File: config.mk
export PLATFORM = sky130hd
export DESIGN_NAME = pba_zero_finder
export DESIGN_NICKNAME = d
export VERILOG_FILES = /design/src/design/pba_pkg.sv /design/src/design/pba_zero_finder.sv
export SDC_FILE = /design/constraint.sdc
export NUM_CORES = 1
export LEC_CHECK = 0
export ABC_CLOCK_PERIOD_IN_PS = 5500
export BUFFER_PORTS_ARGS = -buffer_cell sky130_fd_sc_hd__buf_2
export CAP_MARGIN = 10
export CELL_PAD_IN_SITES_DETAIL_PLACEMENT = 2
export CELL_PAD_IN_SITES_GLOBAL_PLACEMENT = 2
export CORE_AREA = 2 2 47 49
export DETAILED_ROUTE_END_ITERATION = 7
export DIE_AREA = 0 0 49 51
export PLACE_DENSITY_LB_ADDON = 0.1
export SLEW_MARGIN = 5
export SYNTH_ARGS = -nofsm -noshare
export SYNTH_HDL_FRONTEND = slang
export SYNTH_SLANG_ARGS = --single-unit
File: constraint.sdc
create_clock -name vclk -period 5.5
set_clock_uncertainty 0.15 [all_clocks]
set_input_delay 1.1 -clock vclk [all_inputs]
set_output_delay 1.1 -clock vclk [all_outputs]
set_load 0.01 [all_outputs]
File: src/design/pba_pkg.sv
// Shared definitions for the page bitmap allocator: sizes, action codes,
// sequencer states and the bitmap RAM request struct.
// No dependencies.
`default_nettype none

package pba_pkg;

    // Number of pages tracked by the bitmap.
    localparam int PAGE_COUNT   = 32768;
    localparam int BITMAP_WORDS = (PAGE_COUNT + 31) / 32;
    localparam int WORD_AW      = $clog2(BITMAP_WORDS);
    localparam int PAGE_AW      = WORD_AW + 5;

    // Fixed widths of the item fields.
    localparam int PAGE_W   = 15;
    localparam int ACTION_W = 2;

    localparam logic [31:0]        PAGE_LIMIT = 32'(PAGE_COUNT);
    localparam logic [WORD_AW-1:0] LAST_WORD  = WORD_AW'(BITMAP_WORDS - 1);
    localparam logic [31:0]        FULL_WORD  = 32'hFFFF_FFFF;

    // Action codes carried by an input item.
    localparam logic [ACTION_W-1:0] ACT_MARK   = 2'd0;
    localparam logic [ACTION_W-1:0] ACT_UNMARK = 2'd1;
    localparam logic [ACTION_W-1:0] ACT_ALLOC  = 2'd2;

    typedef enum logic [2:0] {
        ST_CLEAR,
        ST_IDLE,
        ST_MODIFY,
        ST_SCAN,
        ST_RESP
    } state_t;

    // One write and one read request to the bitmap RAM per cycle.
    typedef struct packed {
        logic               we;
        logic [WORD_AW-1:0] waddr;
        logic [31:0]        wdata;
        logic               re;
        logic [WORD_AW-1:0] raddr;
    } ram_req_t;

endpackage

`default_nettype wire

File: src/design/pba_zero_finder.sv
// Finds the lowest clear bit of a bitmap word with a five-level halving search.
// Depends on pba_pkg.
`default_nettype none

module pba_zero_finder (
    input  wire logic [31:0] word,
    output logic             found,
    output logic [4:0]       index
);
    import pba_pkg::*;

    always_comb begin
        logic [31:0] free_bits;
        logic [31:0] low_mask;
        free_bits = ~word;
        index     = '0;
        // At each level, if the lower half holds no free bit, step into the upper half.
        for (int k = 4; k >= 0; k--) begin
            low_mask = (32'd1 << (1 << k)) - 32'd1;
            if ((free_bits & low_mask) == '0) begin
                index[k]  = 1'b1;
                free_bits = free_bits >> (1 << k);
            end
        end
        found = (word != FULL_WORD);
    end

endmodule

`default_nettype wire

* Word-level counts from Yosys, hierarchy flattened *
Index checks and enable logic that the tools add are counted.

word-level totals
  register bits = 0
  logic and storage cells = 16
  output and inout bits = 6
  input bits = 32

operators by class
  mux-type cells = 9
  equality and inequality tests = 1
  reductions and logical operators = 5
  bitwise logic cells = 1

operator list
  operator                count
  $logic_not A32 Y1       5
  $ne A32 B32 Y1 const B  1
  $not A31 Y31            1
  $mux W15                1
  $mux W7                 1
  $mux W1                 6
  $mux W3                 1

* Depth between registers and ports, before layout *
Gate-level depths: netlist of run 1.

  word-level depth = 11
  gate-level depth with buffers = 7
  mapped depth without buffers = 6

* Worst setup path before layout of run 1 *
OpenSTA, ideal clock, no wires.

  path type = input -> output
  from = input word[14]
  to = output index[0]
  cell stages on the path = 6
  slack = 1.964 ns
  required time = 4.250 ns
  arrival time = 2.286 ns
  path buffers = 1
  cell sequence = and4_4 nand4_1 buf_2 o221ai_1 a221o_1 o21ba_1

on the way
  longest elaborated chain between the ends = 11

ends and longest elaborated chain
  what                   RTL line               RTL
  start, declared        pba_zero_finder.sv:6   input wire logic [31:0] word,
  $not A31 Y31 (*)       pba_zero_finder.sv:15  free_bits = ~word;
  $logic_not A32 Y1      pba_zero_finder.sv:20  if ((free_bits & low_mask) == '0) begin
  $mux W15 (*)           pba_zero_finder.sv:20
  $logic_not A32 Y1      pba_zero_finder.sv:20
  $mux W7 (*)            pba_zero_finder.sv:20
  $logic_not A32 Y1      pba_zero_finder.sv:20
  $mux W3 (*)            pba_zero_finder.sv:20
  $logic_not A32 Y1      pba_zero_finder.sv:20
  $mux W1 (*)            pba_zero_finder.sv:20
  $logic_not A32 Y1 (*)  pba_zero_finder.sv:20
  $mux W1 (*)            pba_zero_finder.sv:20
  end, declared          pba_zero_finder.sv:8   output logic [4:0] index

Mark *: on every way between the ends. The rest lies on a longest branch, timed or not.

* Worst setup path in the final report of run 1 *
  from = input word[9]
  to = output index[0]

Same word-level chain as after synthesis.

==> results of run 1 <==
==> cell usage after synthesis <==
| cell type | instances |
|---|---|
| o2111a_1 | 1 |
| a21oi_1 | 1 |
| and4_4 | 4 |
| buf_2 | 1 |
| inv_2 | 1 |
| o211a_4 | 1 |
| a41o_1 | 1 |
| o21a_1 | 1 |
| nand2_1 | 2 |
| nand2_2 | 2 |
| a21oi_2 | 1 |
| a221o_1 | 1 |
| o21ai_0 | 6 |
| a21o_1 | 1 |
| a221oi_2 | 1 |
| o21ba_1 | 1 |
| nand3_1 | 3 |
| nand4_1 | 7 |
| nor2_1 | 3 |
| a22oi_1 | 1 |
| o221ai_1 | 2 |
==> where the power goes <==
group | leakage (nW) | internal (W) | switching [W] | total (W)
clock network | 0 | 0 | 0 | 0
logic | 0.246 | 0.0000134 | 0.0000120 | 0.0000254
registers | 0 | 0 | 0 | 0
==> final timing paths <==
check / start / end / slack [ns] / depth (start not counted)
worst min-delay path: word[1] / index[1] / 2.42 / 4
worst max-delay path: word[9] / index[0] / 1.43 / 8
==> logic make-up after synthesis <==
group,count (synthesis)
buf+inv,2
compound gates,19
simple gates,21
==> placed cells by master, fill, tap and decap left out <==
| cell | n |
|---|---|
| a21o_1 | 1 |
| a21oi_1 | 1 |
| a21oi_2 | 1 |
| a221o_1 | 1 |
| a221oi_2 | 1 |
| a22oi_1 | 1 |
| a41o_1 | 1 |
| and4_4 | 4 |
| buf_2 | 38 |
| inv_2 | 1 |
| nand2_1 | 2 |
| nand2_2 | 2 |
| nand3_1 | 3 |
| nand4_1 | 7 |
| nor2_1 | 3 |
| o2111a_1 | 1 |
| o211a_4 | 1 |
| o21a_1 | 1 |
| o21ai_0 | 6 |
| o21ba_1 | 1 |
| o221ai_1 | 2 |
==> per-stage QoR <==
stage	setup WS (ns)	hold WS (ns)	instances
6_report	1.434	2.422	107
5_1_grt	1.215	2.467	107
4_1_cts	1.398	2.431	107
3_5_place_dp	1.400	2.431	107
3_3_place_gp	1.478	2.435	107
2_1_floorplan	1.964	2.187	42
==> per-layer routing <==
| layer | global-route usage [%] | vias up |
|---|---|---|
| met5 | 0 | - |
| met4 | 0 | 0 |
| met3 | 2.047 | 0 |
| met2 | 25.11 | 27 |
| met1 | 17.37 | 237 |
| li1 | - | 258 |
==> area by class of cell <==
| cell class | instances | area, µm² |
|---|---|---|
| multi-input combinational | 40 | 292.8 |
| inverter | 1 | 3.754 |
| tap | 28 | 35.03 |
| timing repair buffer | 38 | 190.2 |
| fill | 267 | 1541 |
==> summary.md, run 1 <==
| Metric | Value |
|---|---|
| Synth area leader | and4_4 |
| Register area | 0 µm² |
| DIE WIDTH | 49 µm |
| Outcome | complete, no violations |
| CLK BUF | 0 |
| Via count | 522 |
| Core area | 2063 µm² |
| Worst EP arrival | 2.82 ns |
| Hold WC Path Type | in -> out |
| Post-CTS Setup Bufs | 0 |
| Overall Global Routing Usage | 13.48% |
| WL/cell | 14.43 µm |
| I/O Buffers | 38 |
| # setup viols final | 0 |
| IO Pins | 38 |
| Cts hold-fix bufs | 0 |
| WL met2 | 763 µm |
| Final hold vios | 0 |
| Final core occ | 25.29% |
| Nets | 113 |
| Proportion of synthesized area in mux cells | 0% |
| Tmin final | 4.066 ns |
| Post-synthesis compound-gate area fraction | 52.28% |
| Total power draw | 0.00002539 W |
| Crit Path Max Fanout | 11 |
| Post-DR vias/cell | 4.879 |
| CP most frequent cell | buf_2 |
| MaxCap Viol Count | 0 |
| Die Y | 51 µm |
| Starting density of the core | 14.61% |
| Top cell type's share of synthesized area | 14.94% |
| Final Cell Area | 521.8 µm² |
| Row cnt | 17 |
| Die area | 2499 µm² |
| Remaining DRCs | 0 |
| Syn Area/Cell | 7.180 µm² |
| Total Neg Setup Slack | 0 ns |
| CP max-delay cell | nand4_1 |
| Seq_cells | 0 |
| Layout cells sized above 1 | 60.76% |
| Post-Syn Instances | 42 |
| Leak | 0.2456 nW |
| Area post-placement | 521.8 µm² |
| Overflow after GRT | 0 |
| DR WL met3 | 133 µm |
| Setup CP Type | in -> out |
| Simple-gate area share of the yosys netlist | 44.81% |
| PwrDens | 48.65 nW/µm² |
| Worst relative slew slack | 68.18% |
| CP top delay family | compound AO/OA/AOI/OAI gates |
| Total wire length | 1.544 mm |
| Startpoint types | input pin |
| Number of global-route vias before repair | 589 |
| Post-CTS Resized | 0 |
| Net count after synthesis | 74 |
| Global placement routability congestion | 0.7213 |
| CP required | 4.25 ns |
| Largest net degree at the start of global routing | 12 |
| Starting DRC count in detailed routing | 5 |
| Final period util | 73.93% |
| Synth Area in Adders | 0% |
| Post-route ant nets | 0 |
| Slew @ Worst Pin | 0.4759 ns |
| Synth Warn # | 0 |
| Largest family of logic cells by synthesized area | compound AO/OA/AOI/OAI gates |
| Layout Area Growth over Synthesis | 73.03% |
| Buf+Inv Stages, Crit Path | 2 |
| Max rail drop VDD | 0.01338 mV |
| Worst stage delay on the critical path | 0.39 ns |
| Drt pass-1 iters | 2 |
| Slew Viols, Final | 0 |
| First-pass GRT wire length | 2.725 mm |
| Synth top area cells | and4_4 (15%), nand4_1 (15%), o21ai_0 (10%), o211a_4 (5.8%), o221ai_1 (5.8%) |
| RSZ-0062 raised after global routing | false |
| Top sig layer | met3 |
| Post-Syn Area | 301.5 µm² |
| Sequential element share of the synthesized area | 0% |
| Post-Synth XOR/XNOR Area | 0% |
| CP cell instances | buf_2, and4_4, nand4_1, o21a_1, o221ai_1, a221o_1, o21ba_1, buf_2 |
| CP Capture Type | output pin |
| Initial antenna violation count | 0 |
| Fmax | 0.2459 GHz |
| Dpl hpwl | 1.418 mm |
| Count of cell types in the netlist | 21 |
| Diodes inserted | 0 |
| Metal1 wirelength | 647 µm |
Note: power is estimated with default switching activity, not from simulation.
==> run 2, diff against run 1 <==
--- a/config.mk
+++ b/config.mk
@@ -5,14 +5,14 @@
 export SDC_FILE = /design/constraint.sdc
 export NUM_CORES = 1
 export LEC_CHECK = 0
-export ABC_CLOCK_PERIOD_IN_PS = 5500
+export ABC_CLOCK_PERIOD_IN_PS = 3700
 export BUFFER_PORTS_ARGS = -buffer_cell sky130_fd_sc_hd__buf_2
 export CAP_MARGIN = 10
 export CELL_PAD_IN_SITES_DETAIL_PLACEMENT = 2
 export CELL_PAD_IN_SITES_GLOBAL_PLACEMENT = 2
-export CORE_AREA = 2 2 47 49
+export CORE_AREA = 2 2 52 54
 export DETAILED_ROUTE_END_ITERATION = 7
-export DIE_AREA = 0 0 49 51
+export DIE_AREA = 0 0 54 56
 export PLACE_DENSITY_LB_ADDON = 0.1
 export SLEW_MARGIN = 5
 export SYNTH_ARGS = -nofsm -noshare
==> constraint.sdc (replaced) <==
create_clock -name vclk -period 3.7
set_clock_uncertainty 0.15 [all_clocks]
set_input_delay 0.74 -clock vclk [all_inputs]
set_output_delay 0.74 -clock vclk [all_outputs]
set_load 0.01 [all_outputs]
==> run 2 against run 1 <==
Critical path depth is the same; via count decreased by 1.9%; die area grew 21%; largest cell class unchanged; flip-flop and latch count did not move; global-route usage fell by 2.1 points; clock-buffer cell count stayed put; sequential share of layout area is the same; critical endpoint unchanged; design area is 0.48% higher; non-clock buffer count unchanged; routed wire length grew 5.0%; utilization is 3.7 points lower.
==> summary.md, run 2 (synthesized netlist as in run 1, its figures left out) <==
| Metric | Value |
|---|---|
| Total wire length | 1.621 mm (+5.0%) |
| Die area | 3024 µm² (+21%) |
| Clk pwr share | 0% (unchanged) |
| Initial antenna violation count | 0 (unchanged) |
| Hold worst-path end | index[1] |
| Setup CP Type | in -> out |
| Commonest non-fill, non-tap cell in the layout | buf_2 |
| Int Pwr | 0.00001997 W (+49%) |
| Most frequent cells in the layout | buf_2 (38), nand4_1 (7), o21ai_0 (6) |
| Tmin final | 3.380 ns |
| Final hold vios | 0 (unchanged) |
| Crit Path Max Fanout | 11 (unchanged) |
| Hold Crit Start | word[1] |
| Largest net degree at the start of global routing | 12 (unchanged) |
| Remaining DRCs | 0 (unchanged) |
| Cts hold-fix bufs | 0 (unchanged) |
| Leak | 0.2456 nW (unchanged) |
| Sw Share | 48.11% (+0.98 points) |
| Global placement routability congestion | 0.6667 (-7.6%) |
| Worst EP arrival | 2.49 ns (-0.33 ns) |
| First-pass GRT wire length | 2.753 mm (+1.0%) |
| Hold WC Path Type | in -> out |
| Post-DR vias/cell | 4.697 (-3.7%) |
| MaxCap Viol Count | 0 (unchanged) |
| Via count | 512 (-1.9%) |
| Final period util | 91.36% |
| Layout Area Growth over Synthesis | 73.86% |
| Row cnt | 18 (+1) |
| Fmax | 0.2958 GHz |
| Dpl hpwl | 1.465 mm (+3.3%) |
| Nets | 113 (unchanged) |
| Total Neg Setup Slack | 0 ns (unchanged) |
| DIE WIDTH | 54 µm (+10%) |
| Layout cells sized above 1 | 60.76% (unchanged) |
| Worst relative slew slack | 67.18% (-1.0 points) |
| Overall Global Routing Usage | 11.43% (-2.1 points) |
| Starting density of the core | 12.40% (-2.2 points) |
| Number of global-route vias before repair | 637 (+8.1%) |
| RSZ-0062 raised after global routing | false |
| Slew @ Worst Pin | 0.4909 ns (+0.01500 ns) |
| Post-CTS Setup Bufs | 0 (unchanged) |
| Post-route ant nets | 0 (unchanged) |
| # setup viols final | 0 (unchanged) |
| Slew Viols, Final | 0 (unchanged) |
| I/O Buffers | 38 (unchanged) |
| Core area | 2432 µm² (+18%) |
| CP required | 2.81 ns (-1.44 ns) |
| IO Pins | 38 (unchanged) |
| WHS Path Cells | 4 (unchanged) |
| Net Sw Power | 0.00001852 W (+55%) |
| Startpoint types | input pin |
| Register area | 0 µm² (unchanged) |
| Starting DRC count in detailed routing | 2 (-3) |
| Sequential cell fraction of total power | 0% (unchanged) |
| CLK BUF | 0 (unchanged) |
| Post-CTS Resized | 0 (unchanged) |
| Die Y | 56 µm (+9.8%) |
| Diodes inserted | 0 (unchanged) |
| WL/cell | 14.87 µm (+3.1%) |
| Max rail drop VDD | 0.02170 mV (+62%) |
| Worst hold slack | 1.724 ns (-0.6982 ns) |
| CP Capture Type | output pin |
| Outcome | complete, no violations |
| Drt pass-1 iters | 2 (unchanged) |
| Seq_cells | 0 (unchanged) |
| PwrDens | 73.42 nW/µm² (+51%) |
| Combinational cell fraction of total power | 100.0% (about the same) |
| Overflow after GRT | 0 (unchanged) |
run 2: worst max-delay path, stage by stage:
cell and delay, ns:
buf_2 0.10, and4_4 0.25, nand4_1 0.42, o21a_1 0.33, o221ai_1 0.17, a221o_1 0.20, o21ba_1 0.14, buf_2 0.13
run 2: metal layers:
layer / wire length, µm / track usage [%] / up-vias / part of all wire, %
met5: 0 / 0 / - / 0
met1: 777 / 16.51 / 233 / 48
met3: 74 / 0 / 0 / 4.6
met2: 768 / 19.86 / 22 / 47
li1: - / - / 257 / -
met4: 0 / 0 / 0 / 0
run 2: area by class of cell:
class | instances | area, µm²
fillers | 301 | 1908
multi-input cells | 40 | 292.8
repair buffers | 38 | 190.2
well taps | 30 | 37.54
inverters | 1 | 3.754
run 2: metrics by stage:
step	power [W]	util (%)	worst slack [ns]	instances	cell area, µm²
2_1_floorplan	0.00001282	-	0.8843	42	301.5
6_report	0.00003849	21.55	0.3196	109	524.3
3_5_place_dp	0.00003888	21.55	0.3348	109	524.3
4_1_cts	0.00003908	21.55	0.3309	109	524.3
3_3_place_gp	0.00003917	21.55	0.3869	109	524.3
5_1_grt	0.00004337	21.55	0.1997	109	524.3
run 2: worst max path at each step:
stage	startpoint	endpoint	slack, ns	cells past startpoint
finish	word[5]	index[0]	0.32	8
global route	word[5]	index[0]	0.20	8
CTS	word[5]	index[0]	0.33	8
detailed placement	word[5]	index[0]	0.33	8
global placement	word[5]	index[0]	0.39	7
floorplan	word[14]	index[0]	0.88	6
run 2: power groups by stage:
stage                logic, W  registers (W)  clock network, W
finish              0.0000385              0                 0
global route        0.0000434              0                 0
CTS                 0.0000391              0                 0
detailed placement  0.0000389              0                 0
global placement    0.0000392              0                 0
floorplan           0.0000128              0                 0
==> run 3, diff against run 2 <==
--- a/config.mk
+++ b/config.mk
@@ -5,14 +5,15 @@
 export SDC_FILE = /design/constraint.sdc
 export NUM_CORES = 1
 export LEC_CHECK = 0
+export ABC_AREA = 1
 export ABC_CLOCK_PERIOD_IN_PS = 3700
 export BUFFER_PORTS_ARGS = -buffer_cell sky130_fd_sc_hd__buf_2
 export CAP_MARGIN = 10
 export CELL_PAD_IN_SITES_DETAIL_PLACEMENT = 2
 export CELL_PAD_IN_SITES_GLOBAL_PLACEMENT = 2
-export CORE_AREA = 2 2 52 54
+export CORE_AREA = 8 8 65 67
 export DETAILED_ROUTE_END_ITERATION = 7
-export DIE_AREA = 0 0 54 56
+export DIE_AREA = 0 0 73 75
 export PLACE_DENSITY_LB_ADDON = 0.1
 export SLEW_MARGIN = 5
 export SYNTH_ARGS = -nofsm -noshare
==> run 3 against run 2 <==
Die area grew 81%; critical endpoint unchanged; first-iteration DRC count grew to 5.0 times the previous value; hold slack lost 0.093 ns; final cell count grew 64%; fmax shrank 1.6%.
==> summary.md, run 3 <==
| Metric | Value |
|---|---|
| Outcome | complete, no violations |
| PwrDens | 69.78 nW/µm² (-5.0%) |
| Seq_cells | 0 (unchanged) |
| Largest family of logic cells by synthesized area | simple AND/OR/NAND/NOR gates |
| Hold WC Path Type | in -> out |
| Worst stage delay on the critical path | 0.36 ns (-0.06 ns) |
| Worst EP arrival | 2.55 ns (+0.06 ns) |
| MaxCap Viol Count | 0 (unchanged) |
| Final period util | 92.85% (+1.5 points) |
| Syn Area/Cell | 5.059 µm² (-30%) |
| Top cell type's share of synthesized area | 24.19% (+9.3 points) |
| Remaining DRCs | 0 (unchanged) |
| DIE WIDTH | 73 µm (+35%) |
| Final hold vios | 0 (unchanged) |
| CP Capture Type | output pin |
| Post-Syn Instances | 92 (+120%) |
| Layout cells sized above 1 | 43.61% (-17 points) |
| Total wire length | 2.389 mm (+47%) |
| Fillers | 434 (+44%) |
| Grt met2 use | 18.77% (-1.1 points) |
| IO Pins | 38 (unchanged) |
| Starting DRC count in detailed routing | 10 (+8) |
| Slew Viols, Final | 0 (unchanged) |
| WL/cell | 13.35 µm (-10%) |
| Setup CP Type | in -> out |
| # setup viols final | 0 (unchanged) |
| Post-Synth XOR/XNOR Area | 0% (unchanged) |
| Net count after synthesis | 124 (+68%) |
| Synth top cells by count | nand2_1 (30), inv_1 (11), nand3_1 (8) |
| Proportion of synthesized area in mux cells | 2.151% (+2.2 points) |
| Most frequent cells in the layout | buf_2 (38), nand2_1 (30), inv_1 (11) |
| Leak | 0.3778 nW (+54%) |
| Die area | 5475 µm² (+81%) |
| WHS Path Cells | 3 (-1) |
| CP max-delay cell | a21boi_0 |
| Core area | 3232 µm² (+33%) |
| Synth Warn # | 0 (unchanged) |
| Simple-gate area share of the yosys netlist | 65.05% (+20 points) |
| I/O Buffers | 38 (unchanged) |
| Drt pass-1 iters | 3 (+1) |
| Final core occ | 23.04% (+1.5 points) |
| CP required | 2.81 ns (about the same) |
| CP most frequent cell | nand2_1 |
| RSZ-0062 raised after global routing | false |
| Met1 Resource Use GR | 9.585% (-6.9 points) |
| Cells after DPL | 176 (+61%) |
| Post-CTS Resized | 0 (unchanged) |
| Met3 Use GR | 0.7989% (+0.80 points) |
| Hold worst-path end | found |
| Crit Path Max Fanout | 5 (-6) |
| Fmax | 0.2911 GHz (-1.6%) |
| Post-DR vias/cell | 4.140 (-12%) |
| Post-Syn Area | 465.4 µm² (+54%) |
| Synth area leader | nand2_1 |
| Diodes inserted | 0 (unchanged) |
| Tmin final | 3.435 ns (+0.05504 ns) |
| Dpl hpwl | 2.313 mm (+58%) |
| Hold Crit Start | word[19] |
| Post-synthesis compound-gate area fraction | 19.89% (-32 points) |
| Post-route ant nets | 0 (unchanged) |
| Initial antenna violation count | 0 (unchanged) |
| Layout Area Growth over Synthesis | 59.95% |
| CP cell instances | buf_2, nand2_1, nor2_1, nand2_1, nor2_4, a21boi_0, nand2_1, nor2_4, nand3_1, nand2_1, nor2_2, nand3_1, nand2_1, nor2_1, nor2_1, buf_2 |
| Global placement routability congestion | 0.7568 (+14%) |
| Overall Global Routing Usage | 8.863% (-2.6 points) |
| Overflow after GRT | 0 (unchanged) |
| Nets | 167 (+48%) |
| Via count | 741 (+45%) |
| Number of global-route vias before repair | 831 (+30%) |
| Worst relative slew slack | 71.38% (+4.2 points) |
| Crit path depth | 16 (+8) |
| Starting density of the core | 14.40% (+2.0 points) |
| Commonest non-fill, non-tap cell in the layout | buf_2 |
| Slew @ Worst Pin | 0.4255 ns (-0.06533 ns) |
| Sequential element share of the synthesized area | 0% (unchanged) |
| CLK BUF | 0 (unchanged) |
| Buf+Inv Stages, Crit Path | 2 (unchanged) |
| Total Neg Setup Slack | 0 ns (unchanged) |
| Startpoint types | input pin |
| Largest net degree at the start of global routing | 11 (-1) |
| Synth top area cells | nand2_1 (24%), nand2_2 (9.4%), inv_1 (8.9%), nand3_1 (8.6%), nor2_4 (7.3%) |
| Row cnt | 21 (+3) |
| Register area | 0 µm² (unchanged) |
| Die Y | 75 µm (+34%) |
| Count of cell types in the netlist | 22 (+4.8%) |
| Post-route setup slack | 0.2646 ns (-0.05504 ns) |
| Gr busiest metal | met2 |
| CP top delay family | simple AND/OR/NAND/NOR gates |
| First-pass GRT wire length | 3.926 mm (+43%) |
| Total power draw | 0.00005195 W (+35%) |
| Worst slack, placed | 0.05639 ns (-0.2785 ns) |
| Dominant cell by count in the synthesized netlist | nand2_1 |
| Finished Layout Cells | 179 (+64%) |
| Synth Area in Adders | 0% (unchanged) |
| Max rail drop VDD | 0.01539 mV (-29%) |
run 3: cell count changes after synthesis, moves of 4 or more:
cell | previous run | this run
nand2_2 | 2 | 7
and4_4 | 4 | 0
nand2_1 | 2 | 30
inv_1 | 0 | 11
nor2_2 | 0 | 4
nand4_1 | 7 | 3
nand3_1 | 3 | 8
run 3: final cells by class:
cell class / count / area (µm²) / share of cell area [%]
Tap cell: 46 / 57.56 / 7.731
Timing Repair Buffer: 42 / 232.7 / 31.26
Inverter: 13 / 48.80 / 6.555
Multi-Input combinational cell: 78 / 405.4 / 54.45
run 3: kinds of logic after synthesis:
| group | after synthesis |
|---|---|
| AO/OA/AOI/OAI | 15 |
| buffers and inverters | 14 |
| AND/OR/NAND/NOR | 62 |
| multiplexers | 1 |
run 3: worst max path at each step:
stage,endpoint,from
detailed placement,index[0],word[7]
floorplan,index[0],word[1]
CTS,index[0],word[7]
finish,index[0],word[13]
global placement,index[0],word[7]
global route,index[0],word[11]
run 3: where the power goes:
group	switching (W)	total (W)	internal [W]
combinational	0.0000291	0.0000519	0.0000229
clock	0	0	0
sequential	0	0	0
run 3: layer usage:
layer | vias to the layer above | wire length, µm
li1 | 378 | -
met1 | 344 | 972
met2 | 19 | 1341
met3 | 0 | 75
met4 | 0 | 0
met5 | - | 0
run 3: what timing repair did:
action / 4_1_cts / 5_1_grt
buffers inserted: 0 / 3
hold buffers: 0 / 0
setup endpoints to repair: 0 / 2
run 3: metrics by stage:
| step | hold slack, ns | cell area, µm² |
|---|---|---|
| finish | 1.631 | 744.5 |
| floorplan | 1.434 | 465.4 |
| detailed placement | 1.636 | 709.4 |
| global route | 1.668 | 744.5 |
| CTS | 1.637 | 709.4 |
| global placement | 1.644 | 709.4 |
